### config.mk
export PLATFORM = sky130hd
export DESIGN_NAME = detector_adc_to_db_interpolator_flat
export DESIGN_NICKNAME = d
export VERILOG_FILES = /design/src/hdl/dadb_pkg.sv /design/src/hdl/dadb_if.sv /design/src/hdl/dadb_ram.sv /design/src/hdl/dadb_seq.sv /design/src/hdl/dadb_dp.sv /design/src/hdl/detector_adc_to_db_interpolator.sv /design/src/flat_wrapper.sv
export VERILOG_INCLUDE_DIRS = /design/src /design/src/hdl
export SDC_FILE = /design/constraint.sdc
export NUM_CORES = 2
export LEC_CHECK = 0
export BUFFER_PORTS_ARGS = -buffer_cell sky130_fd_sc_hd__buf_2
export CAP_MARGIN = 20
export CELL_PAD_IN_SITES_DETAIL_PLACEMENT = 1
export CELL_PAD_IN_SITES_GLOBAL_PLACEMENT = 1
export CORE_ASPECT_RATIO = 2
export CORE_MARGIN = 4
export CORE_UTILIZATION = 45
export DETAILED_ROUTE_END_ITERATION = 6
export PLACE_DENSITY = 0.67
export RECOVER_POWER = 50
export SLEW_MARGIN = 20
export SYNTH_ARGS = -nofsm -noshare
export SYNTH_HDL_FRONTEND = slang
export SYNTH_SLANG_ARGS = --single-unit
export TNS_END_PERCENT = 30
### constraint.sdc
create_clock -name clock -period 22 [get_ports clock]
set_input_delay 4.4 -clock clock [delete_from_list [all_inputs] [get_ports clock]]
set_output_delay 4.4 -clock clock [all_outputs]
set_load 0.02 [all_outputs]
### src/hdl/detector_adc_to_db_interpolator_macros.svh
// Assertion macros shared by the interpolator RTL.
`ifndef DETECTOR_ADC_TO_DB_INTERPOLATOR_MACROS_SVH
`define DETECTOR_ADC_TO_DB_INTERPOLATOR_MACROS_SVH

// Check that a condition implies another in the same cycle.
`define DADB_ASSERT_IMP(name, clk, rst, pre, post) \
   name: assert property (@(posedge clk) disable iff (rst) (pre) |-> (post)) \
      else $error("interpolator assertion failed");

// Check that a condition implies another in the next cycle.
`define DADB_ASSERT_NXT(name, clk, rst, pre, post) \
   name: assert property (@(posedge clk) disable iff (rst) (pre) |=> (post)) \
      else $error("interpolator assertion failed");

`endif

### src/hdl/dadb_pkg.sv
// Package: types, constants and microcode table of the detector dB interpolator.
package dadb_pkg;

   // Default parameter values
   localparam int ADC_BITS_DEF    = 12;
   localparam int TABLE_DEPTH_DEF = 128;

   // Field and register widths
   localparam int DATA_W    = 12;
   localparam int IDX_W     = 7;
   localparam int CFG_W     = 8;
   localparam int CSR_IDX_W = 2;
   localparam int LEVEL_W   = 16;
   localparam int LVL_W     = 17;  // level in half-dB units, up to 255 steps of 128
   localparam int QUO_W     = 11;  // interpolation quotient never exceeds 1280
   localparam int PC_W      = 4;

   // Register indexes and reset values
   localparam logic [CSR_IDX_W-1:0] CSR_START = 2'd0;
   localparam logic [CSR_IDX_W-1:0] CSR_STEP  = 2'd1;
   localparam logic [CSR_IDX_W-1:0] CSR_LEN   = 2'd2;
   localparam logic [CFG_W-1:0] START_RST = 8'h1E;
   localparam logic [CFG_W-1:0] STEP_RST  = 8'hFE;
   localparam logic [CFG_W-1:0] LEN_RST   = 8'h00;

   // Command codes
   localparam logic CMD_WRITE   = 1'b0;
   localparam logic CMD_CONVERT = 1'b1;

   typedef enum logic [1:0] {
      ST_OK       = 2'd0,
      ST_NOT_DESC = 2'd1,
      ST_EMPTY    = 2'd2
   } status_type;

   typedef struct packed {
      logic              command;
      logic [IDX_W-1:0]  entry_index;
      logic [DATA_W-1:0] entry_value;
      logic [DATA_W-1:0] sample;
   } req_payload_type;

   typedef struct packed {
      logic signed [LEVEL_W-1:0] level;
      status_type                status;
   } rsp_payload_type;

   // Sequencer control
   typedef enum logic [1:0] {
      SEQ_NEXT,
      SEQ_JUMP,
      SEQ_BRANCH,
      SEQ_HOLD
   } seq_type;

   typedef enum logic [3:0] {
      COND_NONE,
      COND_REQ,
      COND_WRITE,
      COND_LEN0,
      COND_ABOVE,
      COND_EXIT,
      COND_END,
      COND_BAD,
      COND_CNT0,
      COND_OUT_FREE
   } cond_type;

   typedef enum logic [3:0] {
      OP_NOP,
      OP_ACCEPT,
      OP_FIRST,
      OP_SCAN,
      OP_DIFF,
      OP_MUL,
      OP_DIV_INIT,
      OP_DIV,
      OP_EMIT,
      OP_SET_WR,
      OP_SET_EMPTY,
      OP_SET_BAD,
      OP_SET_ABOVE,
      OP_SET_EXT
   } op_type;

   typedef struct packed {
      seq_type          seq;
      cond_type         cond;
      op_type           op;
      logic [PC_W-1:0]  target;
   } ucode_type;

   typedef struct packed {
      logic req_valid;
      logic is_write;
      logic len_zero;
      logic above;
      logic scan_exit;
      logic at_end;
      logic not_desc;
      logic cnt_zero;
      logic out_free;
   } flags_type;

   // Program addresses
   localparam logic [PC_W-1:0] PC_IDLE  = 4'd0;
   localparam logic [PC_W-1:0] PC_CMD   = 4'd1;
   localparam logic [PC_W-1:0] PC_EMPTY = 4'd2;
   localparam logic [PC_W-1:0] PC_FIRST = 4'd3;
   localparam logic [PC_W-1:0] PC_SCAN  = 4'd4;
   localparam logic [PC_W-1:0] PC_END   = 4'd5;
   localparam logic [PC_W-1:0] PC_BADC  = 4'd6;
   localparam logic [PC_W-1:0] PC_DIVI  = 4'd7;
   localparam logic [PC_W-1:0] PC_DIV   = 4'd8;
   localparam logic [PC_W-1:0] PC_OUT   = 4'd9;
   localparam logic [PC_W-1:0] PC_WR    = 4'd10;
   localparam logic [PC_W-1:0] PC_EMP   = 4'd11;
   localparam logic [PC_W-1:0] PC_BAD   = 4'd12;
   localparam logic [PC_W-1:0] PC_ABV   = 4'd13;
   localparam logic [PC_W-1:0] PC_EXT   = 4'd14;

   // Microprogram: one control word per step
   function automatic ucode_type ucode_rom(input logic [PC_W-1:0] pc);
      ucode_type w;
      case (pc)
         PC_IDLE:  w = '{SEQ_HOLD,   COND_REQ,      OP_ACCEPT,    PC_CMD};
         PC_CMD:   w = '{SEQ_BRANCH, COND_WRITE,    OP_NOP,       PC_WR};
         PC_EMPTY: w = '{SEQ_BRANCH, COND_LEN0,     OP_NOP,       PC_EMP};
         PC_FIRST: w = '{SEQ_BRANCH, COND_ABOVE,    OP_FIRST,     PC_ABV};
         PC_SCAN:  w = '{SEQ_HOLD,   COND_EXIT,     OP_SCAN,      PC_END};
         PC_END:   w = '{SEQ_BRANCH, COND_END,      OP_DIFF,      PC_EXT};
         PC_BADC:  w = '{SEQ_BRANCH, COND_BAD,      OP_MUL,       PC_BAD};
         PC_DIVI:  w = '{SEQ_NEXT,   COND_NONE,     OP_DIV_INIT,  PC_DIV};
         PC_DIV:   w = '{SEQ_HOLD,   COND_CNT0,     OP_DIV,       PC_OUT};
         PC_OUT:   w = '{SEQ_HOLD,   COND_OUT_FREE, OP_EMIT,      PC_IDLE};
         PC_WR:    w = '{SEQ_JUMP,   COND_NONE,     OP_SET_WR,    PC_OUT};
         PC_EMP:   w = '{SEQ_JUMP,   COND_NONE,     OP_SET_EMPTY, PC_OUT};
         PC_BAD:   w = '{SEQ_JUMP,   COND_NONE,     OP_SET_BAD,   PC_OUT};
         PC_ABV:   w = '{SEQ_JUMP,   COND_NONE,     OP_SET_ABOVE, PC_OUT};
         PC_EXT:   w = '{SEQ_JUMP,   COND_NONE,     OP_SET_EXT,   PC_OUT};
         default:  w = '{SEQ_JUMP,   COND_NONE,     OP_NOP,       PC_IDLE};
      endcase
      return w;
   endfunction

endpackage

### src/hdl/dadb_if.sv
// Handshake channel interfaces for requests and results.
interface dadb_req_if import dadb_pkg::*; ();
   logic            valid;
   logic            ready;
   req_payload_type payload;

   modport source (output valid, output payload, input ready);
   modport sink (input valid, input payload, output ready);
endinterface

interface dadb_rsp_if import dadb_pkg::*; ();
   logic            valid;
   logic            ready;
   rsp_payload_type payload;

   modport source (output valid, output payload, input ready);
   modport sink (input valid, input payload, output ready);
endinterface

### src/hdl/dadb_ram.sv
// Generic single-write, single-read RAM with registered read data.
module dadb_ram import dadb_pkg::*; #(
   parameter int WIDTH = DATA_W,
   parameter int DEPTH = TABLE_DEPTH_DEF,
   localparam int AW = (DEPTH > 1) ? $clog2(DEPTH) : 1
) (
   input  logic             clock,
   input  logic             wr_en,
   input  logic [AW-1:0]    wr_addr,
   input  logic [WIDTH-1:0] wr_data,
   input  logic [AW-1:0]    rd_addr,
   output logic [WIDTH-1:0] rd_data
);

   logic [WIDTH-1:0] mem_ff [DEPTH];
   logic [WIDTH-1:0] rd_data_ff;

   // Write one entry, read one entry each cycle
   always_ff @(posedge clock) begin
      if (wr_en) begin
         mem_ff[wr_addr] <= wr_data;
      end
      rd_data_ff <= mem_ff[rd_addr];
   end

   assign rd_data = rd_data_ff;

endmodule

### src/hdl/dadb_seq.sv
// Microcode sequencer: step counter, control-word table and conditional jumps.
module dadb_seq import dadb_pkg::*; (
   input  logic      clock,
   input  logic      reset,
   input  flags_type flags,
   output ucode_type ctrl
);

   logic [PC_W-1:0] pc_ff;
   logic [PC_W-1:0] pc_in;
   logic            cond_hit;

   // Fetch the control word of the current step
   assign ctrl = ucode_rom(pc_ff);

   // Select the branch condition
   always_comb begin
      case (ctrl.cond)
         COND_REQ:      cond_hit = flags.req_valid;
         COND_WRITE:    cond_hit = flags.is_write;
         COND_LEN0:     cond_hit = flags.len_zero;
         COND_ABOVE:    cond_hit = flags.above;
         COND_EXIT:     cond_hit = flags.scan_exit;
         COND_END:      cond_hit = flags.at_end;
         COND_BAD:      cond_hit = flags.not_desc;
         COND_CNT0:     cond_hit = flags.cnt_zero;
         COND_OUT_FREE: cond_hit = flags.out_free;
         default:       cond_hit = 1'b0;
      endcase
   end

   // Advance, jump, branch or hold the step counter
   always_comb begin
      case (ctrl.seq)
         SEQ_NEXT:   pc_in = PC_W'(pc_ff + 1'b1);
         SEQ_JUMP:   pc_in = ctrl.target;
         SEQ_BRANCH: pc_in = cond_hit ? ctrl.target : PC_W'(pc_ff + 1'b1);
         SEQ_HOLD:   pc_in = cond_hit ? ctrl.target : pc_ff;
         default:    pc_in = PC_IDLE;
      endcase
   end

   always_ff @(posedge clock) begin
      if (reset) begin
         pc_ff <= PC_IDLE;
      end else begin
         pc_ff <= pc_in;
      end
   end

endmodule

### src/hdl/dadb_dp.sv
// Datapath: registers, table search, interpolation divider and result register.
module dadb_dp import dadb_pkg::*; #(
   parameter int ADC_BITS    = ADC_BITS_DEF,
   parameter int TABLE_DEPTH = TABLE_DEPTH_DEF
) (
   input  logic                 clock,
   input  logic                 reset,
   input  logic                 csr_wr_en,
   input  logic [CSR_IDX_W-1:0] csr_index,
   input  logic [CFG_W-1:0]     csr_wdata,
   input  ucode_type            ctrl,
   output flags_type            flags,
   dadb_req_if.sink             req_bus,
   dadb_rsp_if.source           rsp_bus
);

   localparam int SW    = (ADC_BITS < DATA_W) ? ADC_BITS : DATA_W;
   localparam int AW    = (TABLE_DEPTH > 1) ? $clog2(TABLE_DEPTH) : 1;
   localparam int PW    = SW + CFG_W;
   localparam int NW    = PW + 4;
   localparam int ACC_W = LVL_W + 5;
   localparam logic signed [ACC_W-1:0] LVL_MAX_X = ACC_W'((1 << (LEVEL_W - 1)) - 1);
   localparam logic signed [ACC_W-1:0] LVL_MIN_X = -LVL_MAX_X - ACC_W'(1);

   // Configuration registers
   logic [CFG_W-1:0] start_ff, start_in;
   logic [CFG_W-1:0] step_ff, step_in;
   logic [CFG_W-1:0] tlen_ff, tlen_in;

   // Working registers
   logic                    cmd_ff, cmd_in;
   logic [SW-1:0]           smp_ff, smp_in;
   logic [SW-1:0]           hi_ff, hi_in;
   logic [SW-1:0]           diff_ff, diff_in;
   logic [SW-1:0]           range_ff, range_in;
   logic [CFG_W-1:0]        len_ff, len_in;
   logic [CFG_W-1:0]        cnt_ff, cnt_in;
   logic signed [LVL_W-1:0] lvl_ff, lvl_in;
   logic [NW-1:0]           rem_ff, rem_in;
   logic [NW-1:0]           dvs_ff, dvs_in;
   logic [QUO_W-1:0]        quo_ff, quo_in;
   status_type              stat_ff, stat_in;

   // Result register
   logic                      rsp_valid_ff, rsp_valid_in;
   logic signed [LEVEL_W-1:0] rsp_level_ff, rsp_level_in;
   status_type                rsp_status_ff, rsp_status_in;

   // Table memory
   logic          wr_en;
   logic [AW-1:0] wr_addr;
   logic [SW-1:0] wr_data;
   logic [AW-1:0] rd_addr;
   logic [SW-1:0] rd_data;

   // Helpers
   logic                    accept;
   logic                    idx_ok;
   logic                    advance;
   logic                    emit_fire;
   logic                    hit;
   logic                    div_ge;
   logic [CFG_W:0]          cnt_inc;
   logic [CFG_W-1:0]        len_clamp;
   logic [CFG_W-1:0]        abs_step;
   logic signed [LVL_W-1:0] step_ext;
   logic signed [LVL_W-1:0] start_ext;
   logic [PW-1:0]           prod;
   logic [NW-1:0]           prod10;
   logic signed [ACC_W-1:0] lvl_x;
   logic signed [ACC_W-1:0] lvl10;
   logic signed [ACC_W-1:0] quo_x;
   logic signed [ACC_W-1:0] acc;
   logic signed [ACC_W-1:0] half;
   logic signed [LEVEL_W-1:0] level_sat;

   dadb_ram #(
      .WIDTH (SW),
      .DEPTH (TABLE_DEPTH)
   ) u_table (
      .clock   (clock),
      .wr_en   (wr_en),
      .wr_addr (wr_addr),
      .wr_data (wr_data),
      .rd_addr (rd_addr),
      .rd_data (rd_data)
   );

   // Request handshake and table writes; hold off requests during reset
   assign req_bus.ready = (ctrl.op == OP_ACCEPT) && !reset;
   assign accept        = req_bus.valid && req_bus.ready;
   assign idx_ok        = 32'(req_bus.payload.entry_index) < TABLE_DEPTH;
   assign wr_en         = accept && (req_bus.payload.command == CMD_WRITE) && idx_ok;
   assign wr_addr       = AW'(req_bus.payload.entry_index);
   assign wr_data       = req_bus.payload.entry_value[SW-1:0];

   // Derived operands
   assign step_ext  = LVL_W'($signed(step_ff));
   assign start_ext = LVL_W'($signed(start_ff));
   assign abs_step  = step_ff[CFG_W-1] ? CFG_W'(~step_ff + 1'b1) : step_ff;
   assign len_clamp = (32'(tlen_ff) > TABLE_DEPTH) ? CFG_W'(TABLE_DEPTH) : tlen_ff;
   assign cnt_inc   = {1'b0, cnt_ff} + 1'b1;
   assign prod      = PW'(diff_ff) * PW'(abs_step);
   assign prod10    = (NW'(prod) << 3) + (NW'(prod) << 1);
   assign div_ge    = rem_ff >= dvs_ff;

   // Search conditions against the entry on the read port
   assign hit = smp_ff >= rd_data;
   always_comb begin
      flags.req_valid = req_bus.valid;
      flags.is_write  = (cmd_ff == CMD_WRITE);
      flags.len_zero  = (len_ff == '0);
      flags.above     = smp_ff > rd_data;
      flags.at_end    = cnt_ff >= len_ff;
      flags.not_desc  = rd_data >= hi_ff;
      flags.scan_exit = flags.at_end || flags.not_desc || hit;
      flags.cnt_zero  = (cnt_ff == '0);
      flags.out_free  = !rsp_valid_ff || rsp_bus.ready;
   end

   // Read the next entry when stepping forward, else hold the current one
   assign advance = (ctrl.op == OP_FIRST) || ((ctrl.op == OP_SCAN) && !flags.scan_exit);
   assign rd_addr = advance ? AW'(cnt_inc) : AW'(cnt_ff);

   // Result: level*10 plus signed quotient, halved and saturated
   assign lvl_x = ACC_W'(lvl_ff);
   assign lvl10 = (lvl_x <<< 3) + (lvl_x <<< 1);
   assign quo_x = $signed(ACC_W'(quo_ff));
   assign acc   = lvl10 + (step_ff[CFG_W-1] ? -quo_x : quo_x);
   assign half  = acc >>> 1;
   always_comb begin
      if (half > LVL_MAX_X) begin
         level_sat = {1'b0, {(LEVEL_W-1){1'b1}}};
      end else if (half < LVL_MIN_X) begin
         level_sat = {1'b1, {(LEVEL_W-1){1'b0}}};
      end else begin
         level_sat = half[LEVEL_W-1:0];
      end
   end

   // Configuration writes
   always_comb begin
      start_in = start_ff;
      step_in  = step_ff;
      tlen_in  = tlen_ff;
      if (csr_wr_en) begin
         case (csr_index)
            CSR_START: start_in = csr_wdata;
            CSR_STEP:  step_in  = csr_wdata;
            CSR_LEN:   tlen_in  = csr_wdata;
            default:   ;
         endcase
      end
   end

   // Execute the datapath operation of the current step
   always_comb begin
      cmd_in   = cmd_ff;
      smp_in   = smp_ff;
      hi_in    = hi_ff;
      diff_in  = diff_ff;
      range_in = range_ff;
      len_in   = len_ff;
      cnt_in   = cnt_ff;
      lvl_in   = lvl_ff;
      rem_in   = rem_ff;
      dvs_in   = dvs_ff;
      quo_in   = quo_ff;
      stat_in  = stat_ff;
      case (ctrl.op)
         OP_ACCEPT: begin
            if (accept) begin
               cmd_in = req_bus.payload.command;
               smp_in = req_bus.payload.sample[SW-1:0];
               len_in = len_clamp;
               cnt_in = '0;
               lvl_in = start_ext;
            end
         end
         OP_FIRST: begin
            hi_in  = rd_data;
            cnt_in = cnt_inc[CFG_W-1:0];
         end
         OP_SCAN: begin
            if (!flags.scan_exit) begin
               hi_in  = rd_data;
               cnt_in = cnt_inc[CFG_W-1:0];
               lvl_in = lvl_ff + step_ext;
            end
         end
         OP_DIFF: begin
            diff_in  = hi_ff - smp_ff;
            range_in = hi_ff - rd_data;
         end
         OP_MUL: begin
            rem_in = prod10;
         end
         OP_DIV_INIT: begin
            cnt_in  = CFG_W'(QUO_W - 1);
            dvs_in  = NW'(range_ff) << (QUO_W - 1);
            quo_in  = '0;
            stat_in = ST_OK;
         end
         OP_DIV: begin
            rem_in = div_ge ? rem_ff - dvs_ff : rem_ff;
            quo_in = {quo_ff[QUO_W-2:0], div_ge};
            dvs_in = dvs_ff >> 1;
            cnt_in = cnt_ff - 1'b1;
         end
         OP_SET_WR: begin
            lvl_in  = '0;
            quo_in  = '0;
            stat_in = ST_OK;
         end
         OP_SET_EMPTY: begin
            lvl_in  = '0;
            quo_in  = '0;
            stat_in = ST_EMPTY;
         end
         OP_SET_BAD: begin
            lvl_in  = '0;
            quo_in  = '0;
            stat_in = ST_NOT_DESC;
         end
         OP_SET_ABOVE: begin
            lvl_in  = lvl_ff - step_ext;
            quo_in  = '0;
            stat_in = ST_OK;
         end
         OP_SET_EXT: begin
            quo_in  = '0;
            stat_in = ST_OK;
         end
         default: ;
      endcase
   end

   // Load the result register when it is free, drop it when taken
   assign emit_fire = (ctrl.op == OP_EMIT) && flags.out_free;
   always_comb begin
      rsp_level_in  = rsp_level_ff;
      rsp_status_in = rsp_status_ff;
      if (emit_fire) begin
         rsp_valid_in  = 1'b1;
         rsp_level_in  = level_sat;
         rsp_status_in = stat_ff;
      end else if (rsp_bus.ready) begin
         rsp_valid_in = 1'b0;
      end else begin
         rsp_valid_in = rsp_valid_ff;
      end
   end

   assign rsp_bus.valid          = rsp_valid_ff;
   assign rsp_bus.payload.level  = rsp_level_ff;
   assign rsp_bus.payload.status = rsp_status_ff;

   // Control registers
   always_ff @(posedge clock) begin
      if (reset) begin
         start_ff     <= START_RST;
         step_ff      <= STEP_RST;
         tlen_ff      <= LEN_RST;
         rsp_valid_ff <= 1'b0;
      end else begin
         start_ff     <= start_in;
         step_ff      <= step_in;
         tlen_ff      <= tlen_in;
         rsp_valid_ff <= rsp_valid_in;
      end
   end

   // Payload registers
   always_ff @(posedge clock) begin
      cmd_ff        <= cmd_in;
      smp_ff        <= smp_in;
      hi_ff         <= hi_in;
      diff_ff       <= diff_in;
      range_ff      <= range_in;
      len_ff        <= len_in;
      cnt_ff        <= cnt_in;
      lvl_ff        <= lvl_in;
      rem_ff        <= rem_in;
      dvs_ff        <= dvs_in;
      quo_ff        <= quo_in;
      stat_ff       <= stat_in;
      rsp_level_ff  <= rsp_level_in;
      rsp_status_ff <= rsp_status_in;
   end

endmodule

### src/hdl/detector_adc_to_db_interpolator.sv
// Flow: a write result goes out without a table search; an empty table, a sample above the
// first entry, a segment that is not descending and a sample below the last of len entries
// each end the search early; an interpolation scans the table one entry per cycle, then runs
// the divider on the segment that ends at the entry found.
// Throughput: one request at a time; the next is taken the cycle after its result loads.
// Reset: synchronous; restores the three registers, clears result valid, idles the sequencer.
`include "detector_adc_to_db_interpolator_macros.svh"

module detector_adc_to_db_interpolator import dadb_pkg::*; #(
   parameter int ADC_BITS    = ADC_BITS_DEF,
   parameter int TABLE_DEPTH = TABLE_DEPTH_DEF
) (
   input  logic                 clock,
   input  logic                 reset,
   input  logic                 csr_wr_en,
   input  logic [CSR_IDX_W-1:0] csr_index,
   input  logic [CFG_W-1:0]     csr_wdata,
   dadb_req_if.sink             req_bus,
   dadb_rsp_if.source           rsp_bus
);

   ucode_type ctrl;
   flags_type flags;

   dadb_seq u_seq (
      .clock (clock),
      .reset (reset),
      .flags (flags),
      .ctrl  (ctrl)
   );

   dadb_dp #(
      .ADC_BITS    (ADC_BITS),
      .TABLE_DEPTH (TABLE_DEPTH)
   ) u_dp (
      .clock     (clock),
      .reset     (reset),
      .csr_wr_en (csr_wr_en),
      .csr_index (csr_index),
      .csr_wdata (csr_wdata),
      .ctrl      (ctrl),
      .flags     (flags),
      .req_bus   (req_bus),
      .rsp_bus   (rsp_bus)
   );

   // Only one request in work at a time
   `DADB_ASSERT_NXT(a_one_in_flight, clock, reset, req_bus.valid && req_bus.ready, !req_bus.ready)
   // Error and empty results carry a zero level
   `DADB_ASSERT_IMP(a_err_zero, clock, reset, rsp_bus.valid && rsp_bus.payload.status != ST_OK, rsp_bus.payload.level == '0)
   // A result appears only out of the emit step
   `DADB_ASSERT_IMP(a_emit_src, clock, reset, $rose(rsp_bus.valid), $past(ctrl.op == OP_EMIT))

endmodule
### src/flat_wrapper.sv
// flat-port wrapper written by rule: the top's interface ports become plain ports
module detector_adc_to_db_interpolator_flat import dadb_pkg::*;
#(
   parameter int ADC_BITS    = ADC_BITS_DEF,
   parameter int TABLE_DEPTH = TABLE_DEPTH_DEF
)
  (clock, reset, csr_wr_en, csr_index, csr_wdata, req_bus_valid, req_bus_payload, req_bus_ready, rsp_bus_valid, rsp_bus_payload, rsp_bus_ready);
  dadb_req_if req_bus_i ();
  dadb_rsp_if rsp_bus_i ();
  input  logic clock;
  input  logic reset;
  input  logic csr_wr_en;
  input  logic [CSR_IDX_W-1:0] csr_index;
  input  logic [CFG_W-1:0] csr_wdata;
  input wire logic [$bits(req_bus_i.valid)-1:0] req_bus_valid;
  input wire logic [$bits(req_bus_i.payload)-1:0] req_bus_payload;
  output wire logic [$bits(req_bus_i.ready)-1:0] req_bus_ready;
  output wire logic [$bits(rsp_bus_i.valid)-1:0] rsp_bus_valid;
  output wire logic [$bits(rsp_bus_i.payload)-1:0] rsp_bus_payload;
  input wire logic [$bits(rsp_bus_i.ready)-1:0] rsp_bus_ready;
  assign req_bus_i.valid = req_bus_valid;
  assign req_bus_i.payload = req_bus_payload;
  assign req_bus_ready = req_bus_i.ready;
  assign rsp_bus_valid = rsp_bus_i.valid;
  assign rsp_bus_payload = rsp_bus_i.payload;
  assign rsp_bus_i.ready = rsp_bus_ready;
  detector_adc_to_db_interpolator #(.ADC_BITS(ADC_BITS), .TABLE_DEPTH(TABLE_DEPTH)) u_core (.clock(clock), .reset(reset), .csr_wr_en(csr_wr_en), .csr_index(csr_index), .csr_wdata(csr_wdata), .req_bus(req_bus_i), .rsp_bus(rsp_bus_i));
endmodule
== Word level (Yosys, flattened, before mapping) ==
Memory sizes are Yosys's and may differ from the RTL's. A register that Yosys moved wholly into a read port is not among the register bits.
Cells that the tools add are included.
Storage, ports and cells
  register bits after elaboration: 190
  bits in latches: 0
  memory bits (writable): 1536
  ROM bits: 224
  output and inout bits: 20
  logic and storage cells: 139
  memories kept: 2
Cells by class
  add/sub/neg operators: 13
  $mul: 1
  divide/modulo/power cells: 0
  $lt $le $gt $ge: 8
  equal/unequal tests: 31
  shift operators: 0
  muxes and demuxes: 27
  bitwise gates (word level): 3
  reduce and logical (&&, ||, !) cells: 35
Memory list
  u_core.u_dp.u_table.mem_ff: depth 128, width 12, rd ports 1, clocked after Yosys merged registers in 1, wr ports 1, RTL line dadb_ram.sv:15  | logic [WIDTH-1:0] mem_ff [DEPTH];
  (name not given): depth 16, width 14, rd ports 1, clocked after Yosys merged registers in 1, wr ports 0, RTL line dadb_pkg.sv:125  | case (pc)
Operators with widths (number)
  one-hot mux 24 bit (2 select lines): 2
  one-hot mux 17 bit (4 select lines): 1
  one-hot mux 8 bit (5 select lines): 1
  2-to-1 mux 17 bit: 2
  == test 4 x 3 -> 1 bit, second input constant: 8
  == test 4 bit, second input constant: 8
  adder 23 x 21 -> 24 bit: 1
  >= comparator 12 bit: 2
  >= comparator 24 bit: 1
  2-to-1 mux 24 bit: 1
  2-to-1 mux 8 bit: 3
  one-hot mux 12 bit (2 select lines): 1
  subtractor 12 bit: 2
  subtractor 24 bit: 1
  adder 21 x 22 -> 22 bit: 1
  2-to-1 mux 22 bit: 1
  negation 11 -> 22 bit: 1
  one-hot mux 11 bit (2 select lines): 1
  adder 20 x 18 -> 21 bit: 1
  greater-than comparator 21 x 16 -> 1 bit, second input constant: 1
  less-than comparator 21 x 16 -> 1 bit, second input constant: 1
  multiplier 12 x 8 -> 20 bit: 1
  adder 17 x 8 -> 17 bit: 1
  subtractor 17 x 8 -> 17 bit: 1
  35 further kinds: 74

== Depth between registers and ports, before layout ==
  depth in word-level cells: 8
  gate-level depth with buffers: 33

== Cells and area by module ==
From an unflattened synthesis, not the netlist that was laid out.
Unflattened totals
  cell total of the unflattened synthesis: 4245
  area total of the unflattened synthesis: 76498.4 µm²
By module, submodules not included
  dadb_ram: times used 1, cells an instance 2362, area each 59128.0 µm², sequential area each 46364.5 µm²
  dadb_dp: times used 1, cells an instance 1754, area each 16254.3 µm², sequential area each 5275.1 µm²
  dadb_seq: times used 1, cells an instance 129, area each 1116.1 µm², sequential area each 340.3 µm²

== Least setup slack after synthesis ==
OpenSTA, ideal clock, no wires.
  path kind: input-to-output
  start: in reset
  end: out req_bus_ready
  arrival time: 5141 ps
  required time: 17600 ps
  path slack: 12459 ps
  stages: 1
  buffers on the path: 0
  cell sequence: nor4_1
On the way
  longest elaborated chain between the ends: 2
RTL lines
  start, declared: RTL line flat_wrapper.sv:11  | input logic reset;
  logical NOT 1 bit: RTL line dadb_dp.sv:90  | assign req_bus.ready = (ctrl.op == OP_ACCEPT) && !reset;
  logical AND 1 bit: RTL line dadb_dp.sv:90
  end, declared: RTL line flat_wrapper.sv:17  | output wire logic [$bits(req_bus_i.ready)-1:0] req_bus_ready;
No other way between the ends.

== Final worst setup path ==
Same ends and word-level chain as after synthesis.

==> metrics.csv <==
stage,metric,value,unit
outcome,status,"finished, violations left",
outcome,failing checks,"capacitance limit, slew limit",
worst_setup_path,Worst EP arrival,6.18,ns
route,via/cell ratio,6.035,
timing,Max Fclk,0.09448,GHz
route,first drt pass iteration count,5,
yosys,post-synthesis simple-gate area fraction,0.1167,
worst_setup_path,CP Class,input port to primary output,
worst_setup_path,WP data required,17.60,ns
worst_setup_path,CP Launch Type,input port,
floorplan,Row Count,216,
grt,largest net degree at the start of global routing,107,
finish,fillers,17390,
finish,Layout area overhead,10.52,%
yosys,Synth Area in Compound Gates,0.09127,
timing,final hold violation count,0,
timing,fin. max-slew vios,1881,
yosys,xor/xnor share of the synthesized area,0.01415,
worst_setup_path,worst-path fanout max,32,
clock_network,Clock Pin Slew Worst Setup and Hold Paths,0.07,ns
yosys,"Seq/Total Area, Yosys",0.6614,
worst_setup_path,flop2flop setup slack,11.61,ns
route,via count,51370,
clock_network,CTS sink cnt,1749,
place,dpl hpwl,171.4,mm
route,DRC,0,
worst_setup_path,Worst R2R End,u_core.u_dp.u_table.rd_data[5]$_DFF_P_,
clock_network,Num CTS Buffers,165,
job,Max-Cap Viols,33,
yosys,"FF+latch count, synth",1749,
floorplan,Die Width,303.5,um
timing,Final setup viols,0,
grt,first-pass GRT wire length,367.5,mm
yosys,mapped cell area,78590,um2
timing,Setup TNS,0,ns
yosys,top cell type by total area after synthesis,edfxtp_1,
route,initial drt markers,3818,
yosys,Post-synth EDFFs,1695,
worst_setup_path,Critical Path Sink Type,primary output,
place,Placer Congestion,0.9179,
yosys,Mean Syn Cell Area,12.96,um2
timing,fin crit period,10.58,ns
yosys,asr flop ratio synth,0,
timing,Worst Clk Skew,0.06235,ns
yosys,Yosys top cell area share,0.6476,
clock_network,Root Driver,clkbuf_16,
finish,Final nets,6397,
floorplan,top-level I/O count,67,
worst_setup_path,cell count of the worst reg-to-reg path,17,
grt,initial antenna violation count,12,
route,wire length per cell,29.96,um
worst_hold_path,Min-Delay Endpoint,u_core.u_dp.hi_ff[2]$_DFFE_PP_,
yosys,mux contribution to synthesized area,0.03808,
grt,total track usage,0.2775,
yosys,post-synthesis adder-cell area fraction,0.04875,
clock_network,worst skew pair latency,0.83,ns
pwr,pwr/cell area,144.6,nW/um2
worst_hold_path,hold path depth,0,
clock_network,# hold bufs at CTS,0,
timing,unrepaired setup endpoints after global routing,false,
floorplan,core area,173500,um2
grt,vias in the first global route,55030,
clock_network,H-tree levels,4,
timing,Worst-Margin Slew,4.964,ns
pwr,Pleak,29.95,nW
timing,Slew headroom,-2.309,
timing,crit share post-route,0.4811,
worst_hold_path,hold_sp,u_core.u_dp.u_table.rd_data[2]$_DFF_P_,
pwr,worst-case vdd ir drop,0.1201,mV
yosys,largest family of logic cells by synthesized area,simple AND/OR/NAND/NOR gates,
route,Post-Route WL,255.0,mm
worst_setup_path,RR Startpoint,u_core.u_dp.cnt_ff[1]$_SDFFCE_PN0P_,
finish,Final Core Density,0.5006,
place,number of buffers added on ports,66,
worst_hold_path,Hold WC Path Type,register to register,
yosys,YS warnings,0,
yosys,post-synthesis cell count,6065,
floorplan,Starting Density,0.4530,
grt,GR Overflow Total,0,
clock_network,Post-CTS Setup Bufs,0,
yosys,Netlist cell types,87,
route,number of antenna-violating nets in the routed design,0,
yosys,"Primary FF master, synth",edfxtp_1,
floorplan,Die H,599.0,um
finish,layout cell share with drive strength beyond 1,0.08237,
yosys,"Net Count, Synth",6369,
clock_network,CTS tree,yes,
clock_network,worst-case clock buffer depth,4,
floorplan,die footprint,181800,um2
clock_network,post-cts sizing count,0,
yosys,top post-synthesis cells by area,"edfxtp_1 65%, nand2_1 4.7%, mux2i_1 3.5%, ha_1 2.8%, fa_1 2.1%",
[registers in the layout, indices dropped and copies added, names as in the netlist, 13 cells and up]
signal / count
u_core.u_dp.dvs_ff: 22
u_core.u_dp.lvl_ff: 17
u_core.u_dp.rem_ff: 24
u_core.u_dp.rsp_level_ff: 16
u_core.u_dp.u_table.mem_ff: 1536
u_core.u_seq.ctrl: 13
[stage by stage]
| stage | hold WS [ns] | cells | total power [mW] | instance area, um2 | setup slack, ns |
|---|---|---|---|---|---|
| finish | 0.4337 | 8513 | 12.56 | 86860 | 11.42 |
| global placement | 0.4225 | 8207 | 9.543 | 81390 | 12.06 |
| floorplan | 0.4003 | 6065 | 7.566 | 78590 | 12.46 |
| CTS | 0.4120 | 8500 | 12.60 | 86870 | 12.07 |
| detailed placement | 0.4251 | 8210 | 9.661 | 81460 | 12.07 |
| global route | 0.4214 | 8507 | 13.14 | 86850 | 11.07 |
[final cells by class]
type / instances / area (um2) / area share
inverters: 217 / 814.5 / 0.009377
flip-flops and latches: 1749 / 51980 / 0.5984
clock inverters: 88 / 972.2 / 0.01119
multi-input cells: 3774 / 24630 / 0.2835
well taps: 2289 / 2864 / 0.03297
clock buffers: 202 / 4441 / 0.05112
repair buffers: 186 / 1146 / 0.01319
diodes: 8 / 20.02 / 0.0002305
[report_power, final]
part	internal, mW	switching [mW]
registers	3.85	0.0925
logic	1.72	3.96
clock network	1.67	1.26
total	7.24	5.32
[worst max-delay path by stage]
| stage | start | endpoint | slack, ns | cells past startpoint |
|---|---|---|---|---|
| 3_3_place_gp | reset | req_bus_ready | 12.06 | 4 |
| 2_1_floorplan | reset | req_bus_ready | 12.46 | 1 |
| 4_1_cts | reset | req_bus_ready | 12.07 | 4 |
| 5_1_grt | u_core.u_dp.cnt_ff[1]$_SDFFCE_PN0P_ | u_core.u_dp.u_table.rd_data[5]$_DFF_P_ | 11.07 | 17 |
| 6_report | reset | req_bus_ready | 11.42 | 4 |
| 3_5_place_dp | reset | req_bus_ready | 12.07 | 4 |
[routing by layer]
| layer | global-route usage | wire length [um] | part of all wire | vias up |
|---|---|---|---|---|
| met5 | 0 | 46 | 0.00018 | - |
| met2 | 0.5194 | 137100 | 0.54 | 1493 |
| li1 | - | - | - | 22820 |
| met3 | 0.03205 | 10710 | 0.042 | 641 |
| met1 | 0.2780 | 83890 | 0.33 | 26410 |
| met4 | 0.2076 | 23250 | 0.091 | 8 |
[cells by family after synthesis]
family / count (synthesis)
AO/OA/AOI/OAI: 1053
multiplexers: 285
buffers and inverters: 542
flip-flops: 1749
adder cells (fa/ha/maj): 257
XOR/XNOR: 127
AND/OR/NAND/NOR: 2052
[layout by cell type, fill, tap and decap left out, types with 52 or more instances in the layout]
cell type and count:
nand2_1 968, o22ai_1 175, nand3_1 321, xnor2_1 70, a32oi_1 95, inv_1 214
o21ai_0 163, a31oi_1 105, clkbuf_1 72, edfxtp_1 1695, ha_1 175, mux2i_1 271
xor2_1 56, dfxtp_1 54, nor3_1 104, clkbuf_16 172, a21oi_1 136, and2_1 69
fa_1 82, nand4_1 52, buf_4 94, nor2_1 262
[cell usage after synthesis, drive strengths merged, types with 18 or more instances]
| cell | count |
|---|---|
| o22ai | 175 |
| a211oi | 26 |
| nand3 | 321 |
| o221ai | 35 |
| a21o | 29 |
| a32oi | 96 |
| nand4 | 52 |
| o21ai | 175 |
| a221oi | 29 |
| a21boi | 18 |
| xnor2 | 71 |
| and3 | 50 |
| buf | 119 |
| dfxtp | 54 |
| or3 | 18 |
| nor2 | 317 |
| mux2i | 273 |
| fa | 82 |
| inv | 215 |
| nand2 | 978 |
| nor2b | 32 |
| o21bai | 22 |
| a22oi | 26 |
| o211ai | 38 |
| clkbuf | 206 |
| nor3 | 105 |
| nor4 | 43 |
| edfxtp | 1695 |
| a31oi | 108 |
| xor2 | 56 |
| ha | 175 |
| a21oi | 140 |
| and2 | 80 |
| nand2b | 25 |
[critical path: stages]
cell and delay, ns:
buf_2 0.09, clkbuf_1 0.58, nor4_1 0.79, buf_2 0.29
No activity file was read; power rests on OpenSTA's default activity.
